### config.mk
export PLATFORM = sky130hd
export DESIGN_NAME = lsrgb_gain_mul
export DESIGN_NICKNAME = d
export VERILOG_FILES = /design/src/hw/rtl/linear_to_srgb8_pixel_encoder_macros.svh /design/src/hw/rtl/lsrgb_pkg.sv /design/src/hw/rtl/lsrgb_gain_mul.sv
export SDC_FILE = /design/constraint.sdc
export NUM_CORES = 2
export LEC_CHECK = 0
export ABC_AREA = 1
export ABC_CLOCK_PERIOD_IN_PS = 6900
export BUFFER_PORTS_ARGS = -buffer_cell sky130_fd_sc_hd__buf_4
export CAP_MARGIN = 40
export CELL_PAD_IN_SITES_DETAIL_PLACEMENT = 0
export CELL_PAD_IN_SITES_GLOBAL_PLACEMENT = 1
export CORE_ASPECT_RATIO = 0.6
export CORE_MARGIN = 10
export CORE_UTILIZATION = 49
export DETAILED_ROUTE_END_ITERATION = 8
export PLACE_DENSITY = 0.93
export SYNTH_ARGS = -nofsm -noshare
export SYNTH_HDL_FRONTEND = slang
export SYNTH_SLANG_ARGS = --single-unit
### constraint.sdc
create_clock -name clk -period 6.9 [get_ports clk]
set_input_delay 0 -clock clk [delete_from_list [all_inputs] [get_ports clk]]
set_output_delay 0 -clock clk [all_outputs]
set_load 0.01 [all_outputs]
### src/hw/rtl/linear_to_srgb8_pixel_encoder_macros.svh
`ifndef LINEAR_TO_SRGB8_PIXEL_ENCODER_MACROS_SVH
`define LINEAR_TO_SRGB8_PIXEL_ENCODER_MACROS_SVH

// Same-cycle implication, disabled while reset is asserted.
`define LSRGB_ASSERT_IMPLY(label, clk, rst_n, ante, cons, msg) \
  label: assert property (@(posedge clk) disable iff (!rst_n) (ante) |-> (cons)) \
    else $error(msg);

// Next-cycle implication, disabled while reset is asserted.
`define LSRGB_ASSERT_NEXT(label, clk, rst_n, ante, cons, msg) \
  label: assert property (@(posedge clk) disable iff (!rst_n) (ante) |=> (cons)) \
    else $error(msg);

`endif

### src/hw/rtl/lsrgb_pkg.sv
package lsrgb_pkg;

  localparam int FRAC_BITS = 16;
  localparam int IN_W      = 24;
  localparam int GAIN_W    = 24;
  localparam int PROD_W    = IN_W + GAIN_W;
  localparam int MAG_W     = 2 * FRAC_BITS;
  localparam int CODE_W    = 8;
  localparam int NCODES    = 1 << CODE_W;
  localparam int NLANES    = 3;
  localparam int NSTG      = 2 + CODE_W;
  localparam int BIG_W     = 5 * MAG_W + 176;

  localparam int LANE_R = 0;
  localparam int LANE_G = 1;
  localparam int LANE_B = 2;

  localparam logic [GAIN_W-1:0] GAIN_RESET = GAIN_W'(1) << FRAC_BITS;

  typedef logic [BIG_W-1:0] big_t;
  typedef logic [MAG_W-1:0] mag_t;
  typedef mag_t thr_tab_t [NCODES];

  typedef logic [NLANES-1:0][IN_W-1:0]   sample_t;
  typedef logic [NLANES-1:0][PROD_W-1:0] prod_t;

  typedef struct packed {
    logic [NLANES-1:0][MAG_W-1:0]  mag;
    logic [NLANES-1:0][CODE_W-1:0] code;
  } srch_t;

  // True when the encoded code of magnitude up is at least k.
  function automatic logic code_reached(mag_t up, int unsigned k, big_t rhs);
    big_t one_b;
    big_t lhs;
    big_t lin_l;
    big_t lin_r;
    int   i;
    one_b = big_t'(1) << MAG_W;
    lin_l = big_t'(up) * big_t'(10000000);
    lin_r = big_t'(31308) * one_b;
    if (lin_l <= lin_r) begin
      lin_l = big_t'(up) * big_t'(65892) + big_t'(10) * one_b;
      lin_r = big_t'(20 * k) * one_b;
      return lin_l >= lin_r;
    end
    lhs = big_t'(1);
    for (i = 0; i < 5; i++) begin
      lhs = lhs * big_t'(up);
    end
    for (i = 0; i < 12; i++) begin
      lhs = lhs * big_t'(10761);
    end
    return lhs >= rhs;
  endfunction

  // Smallest magnitude whose code is at least k.
  function automatic mag_t code_threshold(int unsigned k);
    big_t           rhs;
    logic [MAG_W:0] lo;
    logic [MAG_W:0] hi;
    logic [MAG_W:0] mid;
    int             i;
    rhs = big_t'(1);
    for (i = 0; i < 12; i++) begin
      rhs = rhs * big_t'(40 * k + 541);
    end
    rhs = rhs << (5 * MAG_W);
    lo  = '0;
    hi  = {1'b0, {MAG_W{1'b1}}};
    for (i = 0; i <= MAG_W; i++) begin
      if (lo < hi) begin
        mid = (lo + hi) >> 1;
        if (code_reached(mid[MAG_W-1:0], k, rhs)) begin
          hi = mid;
        end else begin
          lo = mid + 1'b1;
        end
      end
    end
    return lo[MAG_W-1:0];
  endfunction

  function automatic thr_tab_t build_thresholds();
    thr_tab_t t;
    int       k;
    for (k = 0; k < NCODES; k++) begin
      t[k] = code_threshold(k);
    end
    return t;
  endfunction

  localparam thr_tab_t CODE_THR = build_thresholds();

endpackage

### src/hw/rtl/lsrgb_gain_mul.sv
module lsrgb_gain_mul (
  input  logic                            clk,
  input  logic                            en,
  input  logic [lsrgb_pkg::GAIN_W-1:0]    gain,
  input  lsrgb_pkg::sample_t              samples,
  output lsrgb_pkg::prod_t                prod
);
  import lsrgb_pkg::*;

  prod_t prod_r;
  prod_t prod_nxt;
  logic signed [PROD_W-1:0] full [NLANES];

  always_comb begin
    for (int l = 0; l < NLANES; l++) begin
      full[l]     = $signed(samples[l]) * $signed({1'b0, gain});
      prod_nxt[l] = full[l];
    end
  end

  always_ff @(posedge clk) begin
    if (en) begin
      prod_r <= prod_nxt;
    end
  end

  assign prod = prod_r;

endmodule

==> metrics.txt <==
# TYPE chip_impl_metric gauge
chip_impl_metric{name="num_vias",unit=""} 53400
chip_impl_metric{name="routed_via_density",unit=""} 4.99
chip_impl_metric{name="post-place-ws",unit="ps"} 282
chip_impl_metric{name="numPortBuffers",unit=""} 241
chip_impl_metric{name="floorplan.die.height",unit="microns"} 306
chip_impl_metric{name="synth_sequential_area_ratio",unit="%"} 6.45
chip_impl_metric{name="setup_viol_count_final",unit=""} 0
chip_impl_info{name="critPathSlowestCell",value="dlygate4sd3_1"} 1
chip_impl_metric{name="drc_errors",unit=""} 0
chip_impl_metric{name="worst_path_largest_cell_delay",unit="ps"} 540
chip_impl_metric{name="cts_max_level",unit=""} 4
chip_impl_metric{name="finalNetCount",unit=""} 11000
chip_impl_metric{name="final.period_utilization",unit="%"} 90.0
chip_impl_metric{name="share_of_synthesized_registers_carrying_an_async_set_or_reset",unit="%"} 0
chip_impl_metric{name="timing_hold_violations_final",unit=""} 0
chip_impl_metric{name="fp-row-count",unit=""} 104
chip_impl_metric{name="critPathBufInv",unit=""} 10
chip_impl_metric{name="drive_above_1_share",unit="%"} 5.47
chip_impl_metric{name="pin_count_of_the_biggest_net_entering_global_routing",unit=""} 70
chip_impl_metric{name="tns",unit="ps"} 0
chip_impl_metric{name="globalplace.congestion",unit=""} 0.938
chip_impl_metric{name="required",unit="ps"} 7210
chip_impl_metric{name="io-pin-count",unit=""} 242
chip_impl_metric{name="routed_wl",unit="mm"} 200
chip_impl_metric{name="start_util",unit="%"} 49.7
chip_impl_metric{name="crit_fanout",unit=""} 24
chip_impl_metric{name="maxSlewViolCount",unit=""} 0
chip_impl_info{name="min_path_type",value="in2reg"} 1
chip_impl_metric{name="synthToLayoutAreaGrowth",unit="%"} 6.32
chip_impl_metric{name="synth_fp_nets",unit=""} 11000
chip_impl_metric{name="cts_buffers",unit=""} 17
chip_impl_metric{name="route.antenna.remaining_nets",unit=""} 0
chip_impl_info{name="layout.cells.most_common",value="inv_1"} 1
chip_impl_metric{name="synth_edf_count",unit=""} 144
chip_impl_info{name="sort_of_element_at_the_end_of_the_critical_path",value="flop"} 1
chip_impl_metric{name="die_width",unit="microns"} 497
chip_impl_metric{name="first_iter_violations",unit=""} 4647
chip_impl_metric{name="largest_register_ff_count",unit=""} 144
chip_impl_metric{name="grt.total_usage",unit="%"} 27.0
chip_impl_metric{name="grt_first_pass_wirelength",unit="mm"} 322
chip_impl_metric{name="setup_ws",unit="ps"} 689
chip_impl_metric{name="dp_hpwl",unit="mm"} 166
chip_impl_metric{name="max_slew_margin",unit="%"} 38.4
chip_impl_info{name="dominantRegCellSynth",value="edfxtp_1"} 1
chip_impl_info{name="outcome",value="completed"} 1
chip_impl_metric{name="core_region_area",unit="sq mm"} 0.135
chip_impl_metric{name="clkSinkCount",unit=""} 144
chip_impl_metric{name="ys.warnings.count",unit=""} 0
chip_impl_metric{name="post-route-min-period",unit="ps"} 6210
chip_impl_metric{name="cts-root-to-sink-buffers",unit=""} 2
chip_impl_metric{name="hold_buf_count_cts",unit=""} 3
chip_impl_metric{name="synthesis.area",unit="sq mm"} 0.0670
chip_impl_info{name="worstSetupEndpoint",value="prod[39]$_DFFE_PP_"} 1
chip_impl_metric{name="via_count_of_the_first_global_routing_pass",unit=""} 56500
chip_impl_metric{name="min_path_cells",unit=""} 4
chip_impl_info{name="tritoncts",value="yes"} 1
chip_impl_info{name="clock-root-buffer",value="clkbuf_16"} 1
chip_impl_metric{name="routed_wire_length_per_instance",unit="microns"} 18.7
chip_impl_info{name="critical_path.startpoint",value="samples[0]"} 1
chip_impl_metric{name="floorplan.die_area",unit="sq mm"} 0.152
chip_impl_metric{name="cts_setup_buffers",unit=""} 0
chip_impl_metric{name="drv.max_cap_violation_count",unit=""} 0
chip_impl_metric{name="grt_remaining_overflow",unit=""} 0
chip_impl_metric{name="initial_antenna_violation_count",unit=""} 5
chip_impl_metric{name="worst_setup_hold_path_clk_slew",unit="ps"} 90
chip_impl_metric{name="synth.avg_cell_area",unit="sq um"} 7.56
chip_impl_info{name="timing.critical_path.from_type",value="input pin"} 1
chip_impl_info{name="criticalPathCategory",value="in2reg"} 1
chip_impl_metric{name="cp.depth",unit=""} 27
chip_impl_metric{name="worst_pin_slew",unit="ps"} 924
chip_impl_info{name="unrepaired_setup_endpoints_after_global_routing",value="false"} 1
chip_impl_metric{name="synthesis.instances",unit=""} 8865
chip_impl_metric{name="cp_data_arrival_time",unit="ps"} 6530
chip_impl_metric{name="cts_repair_resize_count",unit=""} 0
chip_impl_metric{name="yosys_register_bits",unit=""} 144
chip_impl_metric{name="first_pass_iters",unit=""} 7
chip_impl_metric{name="achievable-frequency",unit="MHz"} 161
chip_impl_info{name="cp_top_family",value="adder cells"} 1
chip_impl_metric{name="synth.lib_cells_used.distinct",unit=""} 34
chip_impl_info{name="most-common-layout-cells",value="inv_1, nand2_1, fa_1"} 1
-- through the flow --
stage	hold WS [ps]	utilization [%]	area (sq um)	instances
after global routing	102	52.8	71300	10700
after detailed placement	412	52.3	70600	10700
after CTS	48.4	52.8	71200	10700
after global placement	412	52.3	70600	10700
final	94.7	52.8	71300	10700
after floorplan	112	-	67000	8865
-- synth_stat cells (16+ instances only) --
cell	count	area, sq um
edfxtp_1	144	4320
xor2_1	63	552
nand3_2	26	260
clkbuf_1	333	1250
fa_1	1446	28900
a21oi_1	78	390
nor2_4	16	180
nand3_1	93	465
nand2_2	42	263
nand4_1	17	106
nor2_2	20	125
nor2_1	239	897
nand2_1	2727	10200
inv_1	2944	11100
ha_1	588	7360
-- kinds of logic (layout without fill, tap and decap cells) --
| group | count (synthesis) | count (layout) | synth area share, % |
|---|---|---|---|
| DFF | 144 | 144 | 6.45 |
| adders and majority gates | 2034 | 2034 | 54.2 |
| and+or+nand+nor | 3212 | 3212 | 19.1 |
| other | 0 | 3 | 0 |
| buffers and inverters | 3290 | 3313 | 18.4 |
| AOI/OAI and AO/OA | 108 | 108 | 0.889 |
| xor gates and xnor gates | 77 | 77 | 1.01 |
-- tightest hold or removal path, cell delays in order --
cell and delay, ps:
buf_4 310, nand2_1 90, inv_1 60, ha_1 110
-- layer usage --
layer  track usage (%)  wire [microns]  vias to the layer above
met5                 0               0                        -
met4              6.04            3950                        0
met3              8.02           23700                      246
met2              39.3           83100                     2547
met1              39.5           89400                    26100
li1                  -               -                    24400
-- cell type report --
cell class / count / area (sq um)
clock inverter: 14 / 166
multi-input combinational: 5431 / 50300
timing repair buffer: 329 / 2650
fill: 12900 / 63700
sequential: 144 / 4320
clock buffer: 17 / 425
tap: 1802 / 2250
antenna: 3 / 7.51
inverter: 2953 / 11100
-- worst min-delay path by stage --
stage | from | to | slack, ps
detailed placement | prod[3]$_DFFE_PP_ | prod[3] | 410
CTS | samples[25] | prod[49]$_DFFE_PP_ | 50
floorplan | en | prod[0]$_DFFE_PP_ | 110
finish | samples[25] | prod[49]$_DFFE_PP_ | 90
global route | samples[25] | prod[49]$_DFFE_PP_ | 100
global placement | prod[3]$_DFFE_PP_ | prod[3] | 410
Power is not shown: default switching activity piles up to over one toggle a cycle in this logic, so the estimate is an artifact.
