## config.mk

```make
export PLATFORM = sky130hd
export DESIGN_NAME = lsrgb_clamp
export DESIGN_NICKNAME = d
export VERILOG_FILES = /design/src/hw/rtl/linear_to_srgb8_pixel_encoder_macros.svh /design/src/hw/rtl/lsrgb_pkg.sv /design/src/hw/rtl/lsrgb_clamp.sv
export SDC_FILE = /design/constraint.sdc
export NUM_CORES = 1
export LEC_CHECK = 0
export BUFFER_PORTS_ARGS = -buffer_cell sky130_fd_sc_hd__clkbuf_2
export CORE_ASPECT_RATIO = 0.6
export CORE_MARGIN = 10
export CORE_UTILIZATION = 49
export DETAILED_ROUTE_END_ITERATION = 8
export PLACE_DENSITY_LB_ADDON = 0.2
export REMOVE_ABC_BUFFERS = 1
export SETUP_SLACK_MARGIN = 0.1
export SYNTH_ARGS = -nofsm -noshare
export SYNTH_HDL_FRONTEND = slang
export SYNTH_SLANG_ARGS = --single-unit
```

## constraint.sdc

```tcl
create_clock -name clk -period 3.5 [get_ports clk]
set_input_delay 0.7 -clock clk [delete_from_list [all_inputs] [get_ports clk]]
set_output_delay 0.7 -clock clk [all_outputs]
set_load 0.05 [all_outputs]
```

## src/hw/rtl/linear_to_srgb8_pixel_encoder_macros.svh

```systemverilog
`ifndef LINEAR_TO_SRGB8_PIXEL_ENCODER_MACROS_SVH
`define LINEAR_TO_SRGB8_PIXEL_ENCODER_MACROS_SVH

// Same-cycle implication, disabled while reset is asserted.
`define LSRGB_ASSERT_IMPLY(label, clk, rst_n, ante, cons, msg) \
  label: assert property (@(posedge clk) disable iff (!rst_n) (ante) |-> (cons)) \
    else $error(msg);

// Next-cycle implication, disabled while reset is asserted.
`define LSRGB_ASSERT_NEXT(label, clk, rst_n, ante, cons, msg) \
  label: assert property (@(posedge clk) disable iff (!rst_n) (ante) |=> (cons)) \
    else $error(msg);

`endif

```

## src/hw/rtl/lsrgb_pkg.sv

```systemverilog
package lsrgb_pkg;

  localparam int FRAC_BITS = 16;
  localparam int IN_W      = 24;
  localparam int GAIN_W    = 24;
  localparam int PROD_W    = IN_W + GAIN_W;
  localparam int MAG_W     = 2 * FRAC_BITS;
  localparam int CODE_W    = 8;
  localparam int NCODES    = 1 << CODE_W;
  localparam int NLANES    = 3;
  localparam int NSTG      = 2 + CODE_W;
  localparam int BIG_W     = 5 * MAG_W + 176;

  localparam int LANE_R = 0;
  localparam int LANE_G = 1;
  localparam int LANE_B = 2;

  localparam logic [GAIN_W-1:0] GAIN_RESET = GAIN_W'(1) << FRAC_BITS;

  typedef logic [BIG_W-1:0] big_t;
  typedef logic [MAG_W-1:0] mag_t;
  typedef mag_t thr_tab_t [NCODES];

  typedef logic [NLANES-1:0][IN_W-1:0]   sample_t;
  typedef logic [NLANES-1:0][PROD_W-1:0] prod_t;

  typedef struct packed {
    logic [NLANES-1:0][MAG_W-1:0]  mag;
    logic [NLANES-1:0][CODE_W-1:0] code;
  } srch_t;

  // True when the encoded code of magnitude up is at least k.
  function automatic logic code_reached(mag_t up, int unsigned k, big_t rhs);
    big_t one_b;
    big_t lhs;
    big_t lin_l;
    big_t lin_r;
    int   i;
    one_b = big_t'(1) << MAG_W;
    lin_l = big_t'(up) * big_t'(10000000);
    lin_r = big_t'(31308) * one_b;
    if (lin_l <= lin_r) begin
      lin_l = big_t'(up) * big_t'(65892) + big_t'(10) * one_b;
      lin_r = big_t'(20 * k) * one_b;
      return lin_l >= lin_r;
    end
    lhs = big_t'(1);
    for (i = 0; i < 5; i++) begin
      lhs = lhs * big_t'(up);
    end
    for (i = 0; i < 12; i++) begin
      lhs = lhs * big_t'(10761);
    end
    return lhs >= rhs;
  endfunction

  // Smallest magnitude whose code is at least k.
  function automatic mag_t code_threshold(int unsigned k);
    big_t           rhs;
    logic [MAG_W:0] lo;
    logic [MAG_W:0] hi;
    logic [MAG_W:0] mid;
    int             i;
    rhs = big_t'(1);
    for (i = 0; i < 12; i++) begin
      rhs = rhs * big_t'(40 * k + 541);
    end
    rhs = rhs << (5 * MAG_W);
    lo  = '0;
    hi  = {1'b0, {MAG_W{1'b1}}};
    for (i = 0; i <= MAG_W; i++) begin
      if (lo < hi) begin
        mid = (lo + hi) >> 1;
        if (code_reached(mid[MAG_W-1:0], k, rhs)) begin
          hi = mid;
        end else begin
          lo = mid + 1'b1;
        end
      end
    end
    return lo[MAG_W-1:0];
  endfunction

  function automatic thr_tab_t build_thresholds();
    thr_tab_t t;
    int       k;
    for (k = 0; k < NCODES; k++) begin
      t[k] = code_threshold(k);
    end
    return t;
  endfunction

  localparam thr_tab_t CODE_THR = build_thresholds();

endpackage

```

## src/hw/rtl/lsrgb_clamp.sv

```systemverilog
module lsrgb_clamp (
  input  logic               clk,
  input  logic               en,
  input  lsrgb_pkg::prod_t   prod,
  output lsrgb_pkg::srch_t   dout
);
  import lsrgb_pkg::*;

  srch_t dout_r;
  srch_t dout_nxt;
  logic  neg;
  logic  sat;

  always_comb begin
    dout_nxt = '0;
    neg      = 1'b0;
    sat      = 1'b0;
    for (int l = 0; l < NLANES; l++) begin
      neg = prod[l][PROD_W-1] || (prod[l] == '0);
      sat = !prod[l][PROD_W-1] && (|prod[l][PROD_W-1:MAG_W]);
      if (neg) begin
        dout_nxt.mag[l] = '0;
      end else if (sat) begin
        dout_nxt.mag[l] = '1;
      end else begin
        dout_nxt.mag[l] = prod[l][MAG_W-1:0];
      end
    end
  end

  always_ff @(posedge clk) begin
    if (en) begin
      dout_r <= dout_nxt;
    end
  end

  assign dout = dout_r;

endmodule

```

==> run_results.csv, run 1 <==
group,metric,value,unit
timing,final-hold-violation-count,0,
routing,final_antenna_net_count,0,
pwr,pwr_density_cell,493,nW/um^2
status,outcome,"finished, final reports clean",
setup_path,timing_worst_setup_path_type,"in -> reg",
clock_tree,tritoncts_clock_tree,"done",
floorplanning,die-area,15100,um^2
floorplanning,top_level_ports,266,
place,post-place-cells,707,
routing,detailroute.wirelength.met3,1670,um
clock_tree,clk_path_buf_depth,2,
clock_tree,cts_buffers,9,
hold_path,timing.hold.worst.class,"in -> reg",
synth,ys_top_cells_by_count,"sky130_fd_sc_hd__edfxtp_1 (96), sky130_fd_sc_hd__nor4_1 (96), sky130_fd_sc_hd__a41oi_1 (86)",
floorplanning,fp.dieW,152,um
timing,post-route-min-period,2.11,ns
setup_path,critical_path.startpoint_type,"primary input",
place,gpl.final_weighted_congestion,0.829,
global_route,grt_usage,20.1,%
place,place_ws,1.06,ns
setup_path,worstPathArrival,2.15,ns
clock_tree,cts_post_setup_buffers_inserted,0,
global_route,number_of_antenna_violations_at_the_first_check_in_global_routing,0,
global_route,pin_count_of_the_biggest_net_entering_global_routing,52,
floorplanning,core-area,10000,um^2
place,place.port_buffers,241,
cells_and_area,finalNetCount,729,
clock_tree,postCtsHoldBufs,0,
setup_path,worstSetupEndpointType,"flip-flop",
run,count_of_max_cap_constraint_violations,0,
timing,report.final.slew_viol_count,0,
global_route,grt_overflow,0,
global_route,grt_pass1_vias,4565,
routing,met2_wirelength,8100,um
synth,syn_avg_cell_area,13.3,um^2
synth,synth_warnings,0,
pwr,leakagePower,0.00242,uW
routing,first_iter_violations,268,
synth,synth.yosys.seq_area_share,56.2,%
routing,top_layer_used,"met4",
cells_and_area,drive_gt1_share,48.6,%
timing,setup_tns,0,ns
clock_tree,cts.reportedPaths.clkPinSlew,0.07,ns
cells_and_area,syn2layout_area_growth,26.1,%
synth,synth.top_cells.by_area,"sky130_fd_sc_hd__edfxtp_1 (56%), sky130_fd_sc_hd__a41oi_1 (15%), sky130_fd_sc_hd__nor4_1 (12%)",
cells_and_area,antenna_cells,0,
routing,remaining_drc_errors,0,
routing,finalWirelength,16400,um
global_route,global_route_wire_length_before_repair,25100,um
setup_path,slowest_delay,0.81,ns
timing,timing_worst_slew_pin_value,0.915,ns
timing,grt_setup_unrepaired,"false",
clock_tree,postCtsResizedCells,0,
timing,worst_slack,1.39,ns
routing,drt-met1-wl,6310,um
setup_path,crit_fanout,20,
setup_path,cp.required,3.54,ns
synth,asyncSetResetFlopFracSynth,0,%
setup_path,slowest_cell_on_crit_path,"sky130_fd_sc_hd__nor4_4",
setup_path,kind_of_cell_with_the_highest_combined_delay_on_the_critical_path,"simple AND/OR/NAND/NOR gates",
pwr,ir_drop,0.000268,V
setup_path,worst_path_depth,4,
synth,synth-edff-count,96,
cells_and_area,filler_cell_count,821,
clock_tree,htree_levels,3,
timing,layout_worst_path_cycle_share,60.2,%
routing,detailroute.via_count,4518,
clock_tree,cts.sink_count,96,
place,place.detailed.hpwl,11700,um
synth,synth_flop_cell,"sky130_fd_sc_hd__edfxtp_1",
synth,synthCells,385,
floorplanning,die_height,99.2,um
routing,wl_per_cell,22.7,um
timing,maxSlewHeadroom,38.5,%
timing,finalSetupViolations,0,
synth,synth_area,5130,um^2
floorplanning,placement_rows,28,
synth,ys_ff_latch,96,
clock_tree,cts.root.buffer_cell,"sky130_fd_sc_hd__clkbuf_16",
synth,ys_types,10,
routing,vias_per_cell,6.25,
floorplanning,initial_utilization,51.2,%
synth,synth_area_leader_cell,"sky130_fd_sc_hd__edfxtp_1",
cells_and_area,instances_no_fill,723,
routing,drt_pass1_iterations,5,
setup_path,worst_setup_path_startpoint,"prod[129]",
synth,synth_top_cell_area_share,56.2,%
setup_path,critical_path.n_buffers_inverters,2,
cells_and_area,largest_reg_flops,96,
timing,max_freq,474,MHz
setup_path,critPathCapture,"dout[98]",
setup_path,path_cells,"clkbuf_2, nor4_4, buf_4, a41oi_1",
==> per-stage QoR <==
stage | util, % | power [uW] | cell area, um^2 | hold WS (ns)
6_report | 64.5 | 3190 | 6470 | 0.759
5_1_grt | 64.5 | 3290 | 6470 | 0.768
4_1_cts | 64.5 | 3210 | 6470 | 0.750
3_5_place_dp | 61.3 | 2170 | 6150 | 1.11
3_3_place_gp | 61.3 | 2160 | 6150 | 1.09
2_1_floorplan | - | 1870 | 4680 | 0.812
==> routing by layer <==
metal  vias up  GRT usage [%]
met5         -              0
met4         0           6.71
met3        23           8.77
met2       248           32.5
met1      2195           23.7
li1       2052              -
==> cell type report <==
| cell class | instances | area [um^2] | area share [%] |
|---|---|---|---|
| Clock inverter | 7 | 96.3 | 1.49 |
| Tap cell | 135 | 169 | 2.61 |
| Sequential cell | 96 | 2880 | 44.6 |
| Multi-Input combinational cell | 225 | 1800 | 27.8 |
| Timing Repair Buffer | 251 | 1300 | 20.0 |
| Clock buffer | 9 | 225 | 3.48 |
==> how the worst min path moves through the flow <==
stage	end	depth (start not counted)	from	slack, ns
after floorplan	dout[100]	0	en	0.81
after detailed placement	dout[111]	3	prod[119]	1.11
after CTS	dout[111]	3	prod[119]	0.75
after global routing	dout[111]	3	prod[119]	0.77
final	dout[111]	3	prod[119]	0.76
after global placement	dout[118]	3	prod[126]	1.09
==> tightest hold or removal path, delay by kind of cell <==
family	cells	cell delay, ns
compound gates	1	0.17
buf+inv	1	0.08
simple gates	1	0.04
==> cells in the final DEF, fill, tap and decap left out <==
cell type,instances
sky130_fd_sc_hd__edfxtp_1,96
sky130_fd_sc_hd__bufinv_16,2
sky130_fd_sc_hd__conb_1,24
sky130_fd_sc_hd__a41oi_2,10
sky130_fd_sc_hd__nor4_1,96
sky130_fd_sc_hd__nor4_4,9
sky130_fd_sc_hd__buf_4,10
sky130_fd_sc_hd__buf_12,1
sky130_fd_sc_hd__clkbuf_16,9
sky130_fd_sc_hd__clkinv_2,1
sky130_fd_sc_hd__clkinv_4,1
sky130_fd_sc_hd__clkinvlp_4,3
sky130_fd_sc_hd__a41oi_1,86
sky130_fd_sc_hd__clkbuf_2,240
==> cell families after synthesis <==
family | share of synthesized area (%)
other cells | 0.0731
flops | 56.2
buf+inv | 10.4
simple gates | 15.4
compound gates | 17.9
==> power breakdown <==
part           total [uW]  internal, uW  switching (uW)  leakage [uW]
combinational         748           162             586       0.00134
clock                1040           625             416      0.000148
sequential           1400          1370            30.9      0.000940
total                3190          2150            1030       0.00242
(Power assumes the default switching activity.)
==> run 2, diff against run 1 <==
Settings changed: CORE_UTILIZATION 49 to 41.
Clock period 3.5 ns to 1.8 ns, I/O delays scaled along.
==> run 2 against run 1 <==
Against the previous run: clock-buffer cell count is 1 higher; via count is 1.5% higher; largest power group unchanged; critical path depth is 3 lower; clock power is 76% higher; non-clock buffer count is 10 higher.
==> run_results.csv, run 2 (same netlist as run 1, synthesis figures left out) <==
group,metric,value,unit
setup_path,worst_path_depth,1,
floorplanning,die_height,107,um
status,outcome,"finished, final reports clean",
cells_and_area,filler_cell_count,1056,
floorplanning,die-area,17500,um^2
pwr,ir_drop,0.000426,V
clock_tree,cts.root.buffer_cell,"sky130_fd_sc_hd__clkbuf_16",
routing,vias_per_cell,6.02,
routing,finalWirelength,17300,um
hold_path,min-delay-start,"prod[123]",
clock_tree,htree_levels,3,
cells_and_area,most-common-layout-cells,"sky130_fd_sc_hd__clkbuf_2 (240), sky130_fd_sc_hd__nor4_1 (96), sky130_fd_sc_hd__edfxtp_1 (96)",
timing,post-route-min-period,1.37,ns
setup_path,critPathCapture,"dout[30]",
setup_path,worstSetupEndpointType,"output port",
clock_tree,postCtsResizedCells,0,
timing,maxSlewHeadroom,53.9,%
setup_path,worstPathArrival,1.01,ns
setup_path,crit_fanout,1,
routing,drt_pass1_iterations,5,
setup_path,timing_worst_setup_path_type,"reg -> out",
place,postPlaceCellArea,6370,um^2
place,place.port_buffers,241,
setup_path,cp.required,1.44,ns
clock_tree,cts_buffers,9,
clock_tree,cts.reportedPaths.clkPinSlew,0.07,ns
timing,timing_worst_slew_pin_value,0.691,ns
place,gpl.final_weighted_congestion,0.815,
timing,fin_worst_hold_slack,0.426,ns
cells_and_area,layout_commonest_cell,"sky130_fd_sc_hd__clkbuf_2",
routing,final_antenna_net_count,0,
setup_path,worst_setup_path_startpoint,"dout[30]",
timing,layout_worst_path_cycle_share,76.1,%
clock_tree,cts.sink_count,96,
clock_tree,tritoncts_clock_tree,"done",
global_route,grt_pass1_vias,4700,
global_route,global_route_wire_length_before_repair,26500,um
setup_path,critical_path.n_buffers_inverters,1,
routing,remaining_drc_errors,0,
cells_and_area,syn2layout_area_growth,29.6,%
clock_tree,cts_post_setup_buffers_inserted,0,
place,place_ws,0.130,ns
clock_tree,clk_path_buf_depth,2,
global_route,grt_overflow,0,
setup_path,kind_of_cell_with_the_highest_combined_delay_on_the_critical_path,"flip-flops",
setup_path,slowest_cell_on_crit_path,"sky130_fd_sc_hd__edfxtp_1",
setup_path,slowest_delay,0.41,ns
pwr,total_power,6040,uW
timing,max_freq,730,MHz
timing,grt_setup_unrepaired,"false",
cells_and_area,multi_input_area,1800,um^2
routing,detailroute.via_count,4586,
floorplanning,top_level_ports,266,
cells_and_area,finish.instance_area,6650,um^2
cells_and_area,finalNetCount,739,
pwr,leakagePower,0.00248,uW
cells_and_area,layout.area.seq,2880,um^2
timing,worst_slack,0.430,ns
global_route,number_of_antenna_violations_at_the_first_check_in_global_routing,0,
cells_and_area,largest_reg_flops,96,
pwr,pwr_density_cell,909,nW/um^2
floorplanning,initial_utilization,42.2,%
routing,first_iter_violations,339,
setup_path,critical_path.startpoint_type,"flip-flop",
global_route,grt_usage,18.8,%
cells_and_area,drive_gt1_share,48.7,%
timing,final-hold-violation-count,0,
place,place.detailed.hpwl,12500,um
cells_and_area,antenna_cells,0,
setup_path,path_cells,"clkbuf_2",
routing,wl_per_cell,22.8,um
floorplanning,placement_rows,31,
clock_tree,postCtsHoldBufs,0,
hold_path,timing.hold.worst.class,"in -> reg",
floorplanning,fp.dieW,164,um
timing,report.final.slew_viol_count,0,
global_route,pin_count_of_the_biggest_net_entering_global_routing,59,
timing,finalSetupViolations,0,
floorplanning,core-area,12100,um^2
run,count_of_max_cap_constraint_violations,0,
## run 2: power breakdown
group	total [uW]	switching, uW	internal [uW]
sequential	2720	58.0	2660
clock	1830	773	1060
combinational	1500	1160	343
## run 2: how the worst min path moves through the flow
stage / endpoint / cells past startpoint / slack [ns]
floorplan: dout[100] / 0 / 0.47
global placement: dout[112] / 3 / 0.76
finish: dout[115] / 3 / 0.43
global route: dout[117] / 3 / 0.42
CTS: dout[113] / 3 / 0.42
detailed placement: dout[113] / 3 / 0.77
## run 2: routing by layer
layer  GRT usage, %  up-vias  wire length (um)
met2           29.7      238              8310
met3           7.22       18              1720
met4           4.97        0               272
li1               -     2079                 -
met5              0        -                 0
met1           23.6     2251              7040
## run 2: per-stage QoR
step                      instances  setup TNS [ns]  util, %
after floorplan                 321           -5.13        -
after global placement          747               0     52.5
after detailed placement        747               0     52.5
after CTS                       762               0     54.8
after global routing            762               0     54.8
final                           762               0     54.8
## run 2: layout make-up
type | count | area share [%]
Multi-Input combinational cell | 225 | 27.0
Timing Repair Buffer | 261 | 22.3
Clock inverter | 5 | 0.734
Tap cell | 165 | 3.11
Clock buffer | 10 | 3.44
Sequential cell | 96 | 43.4
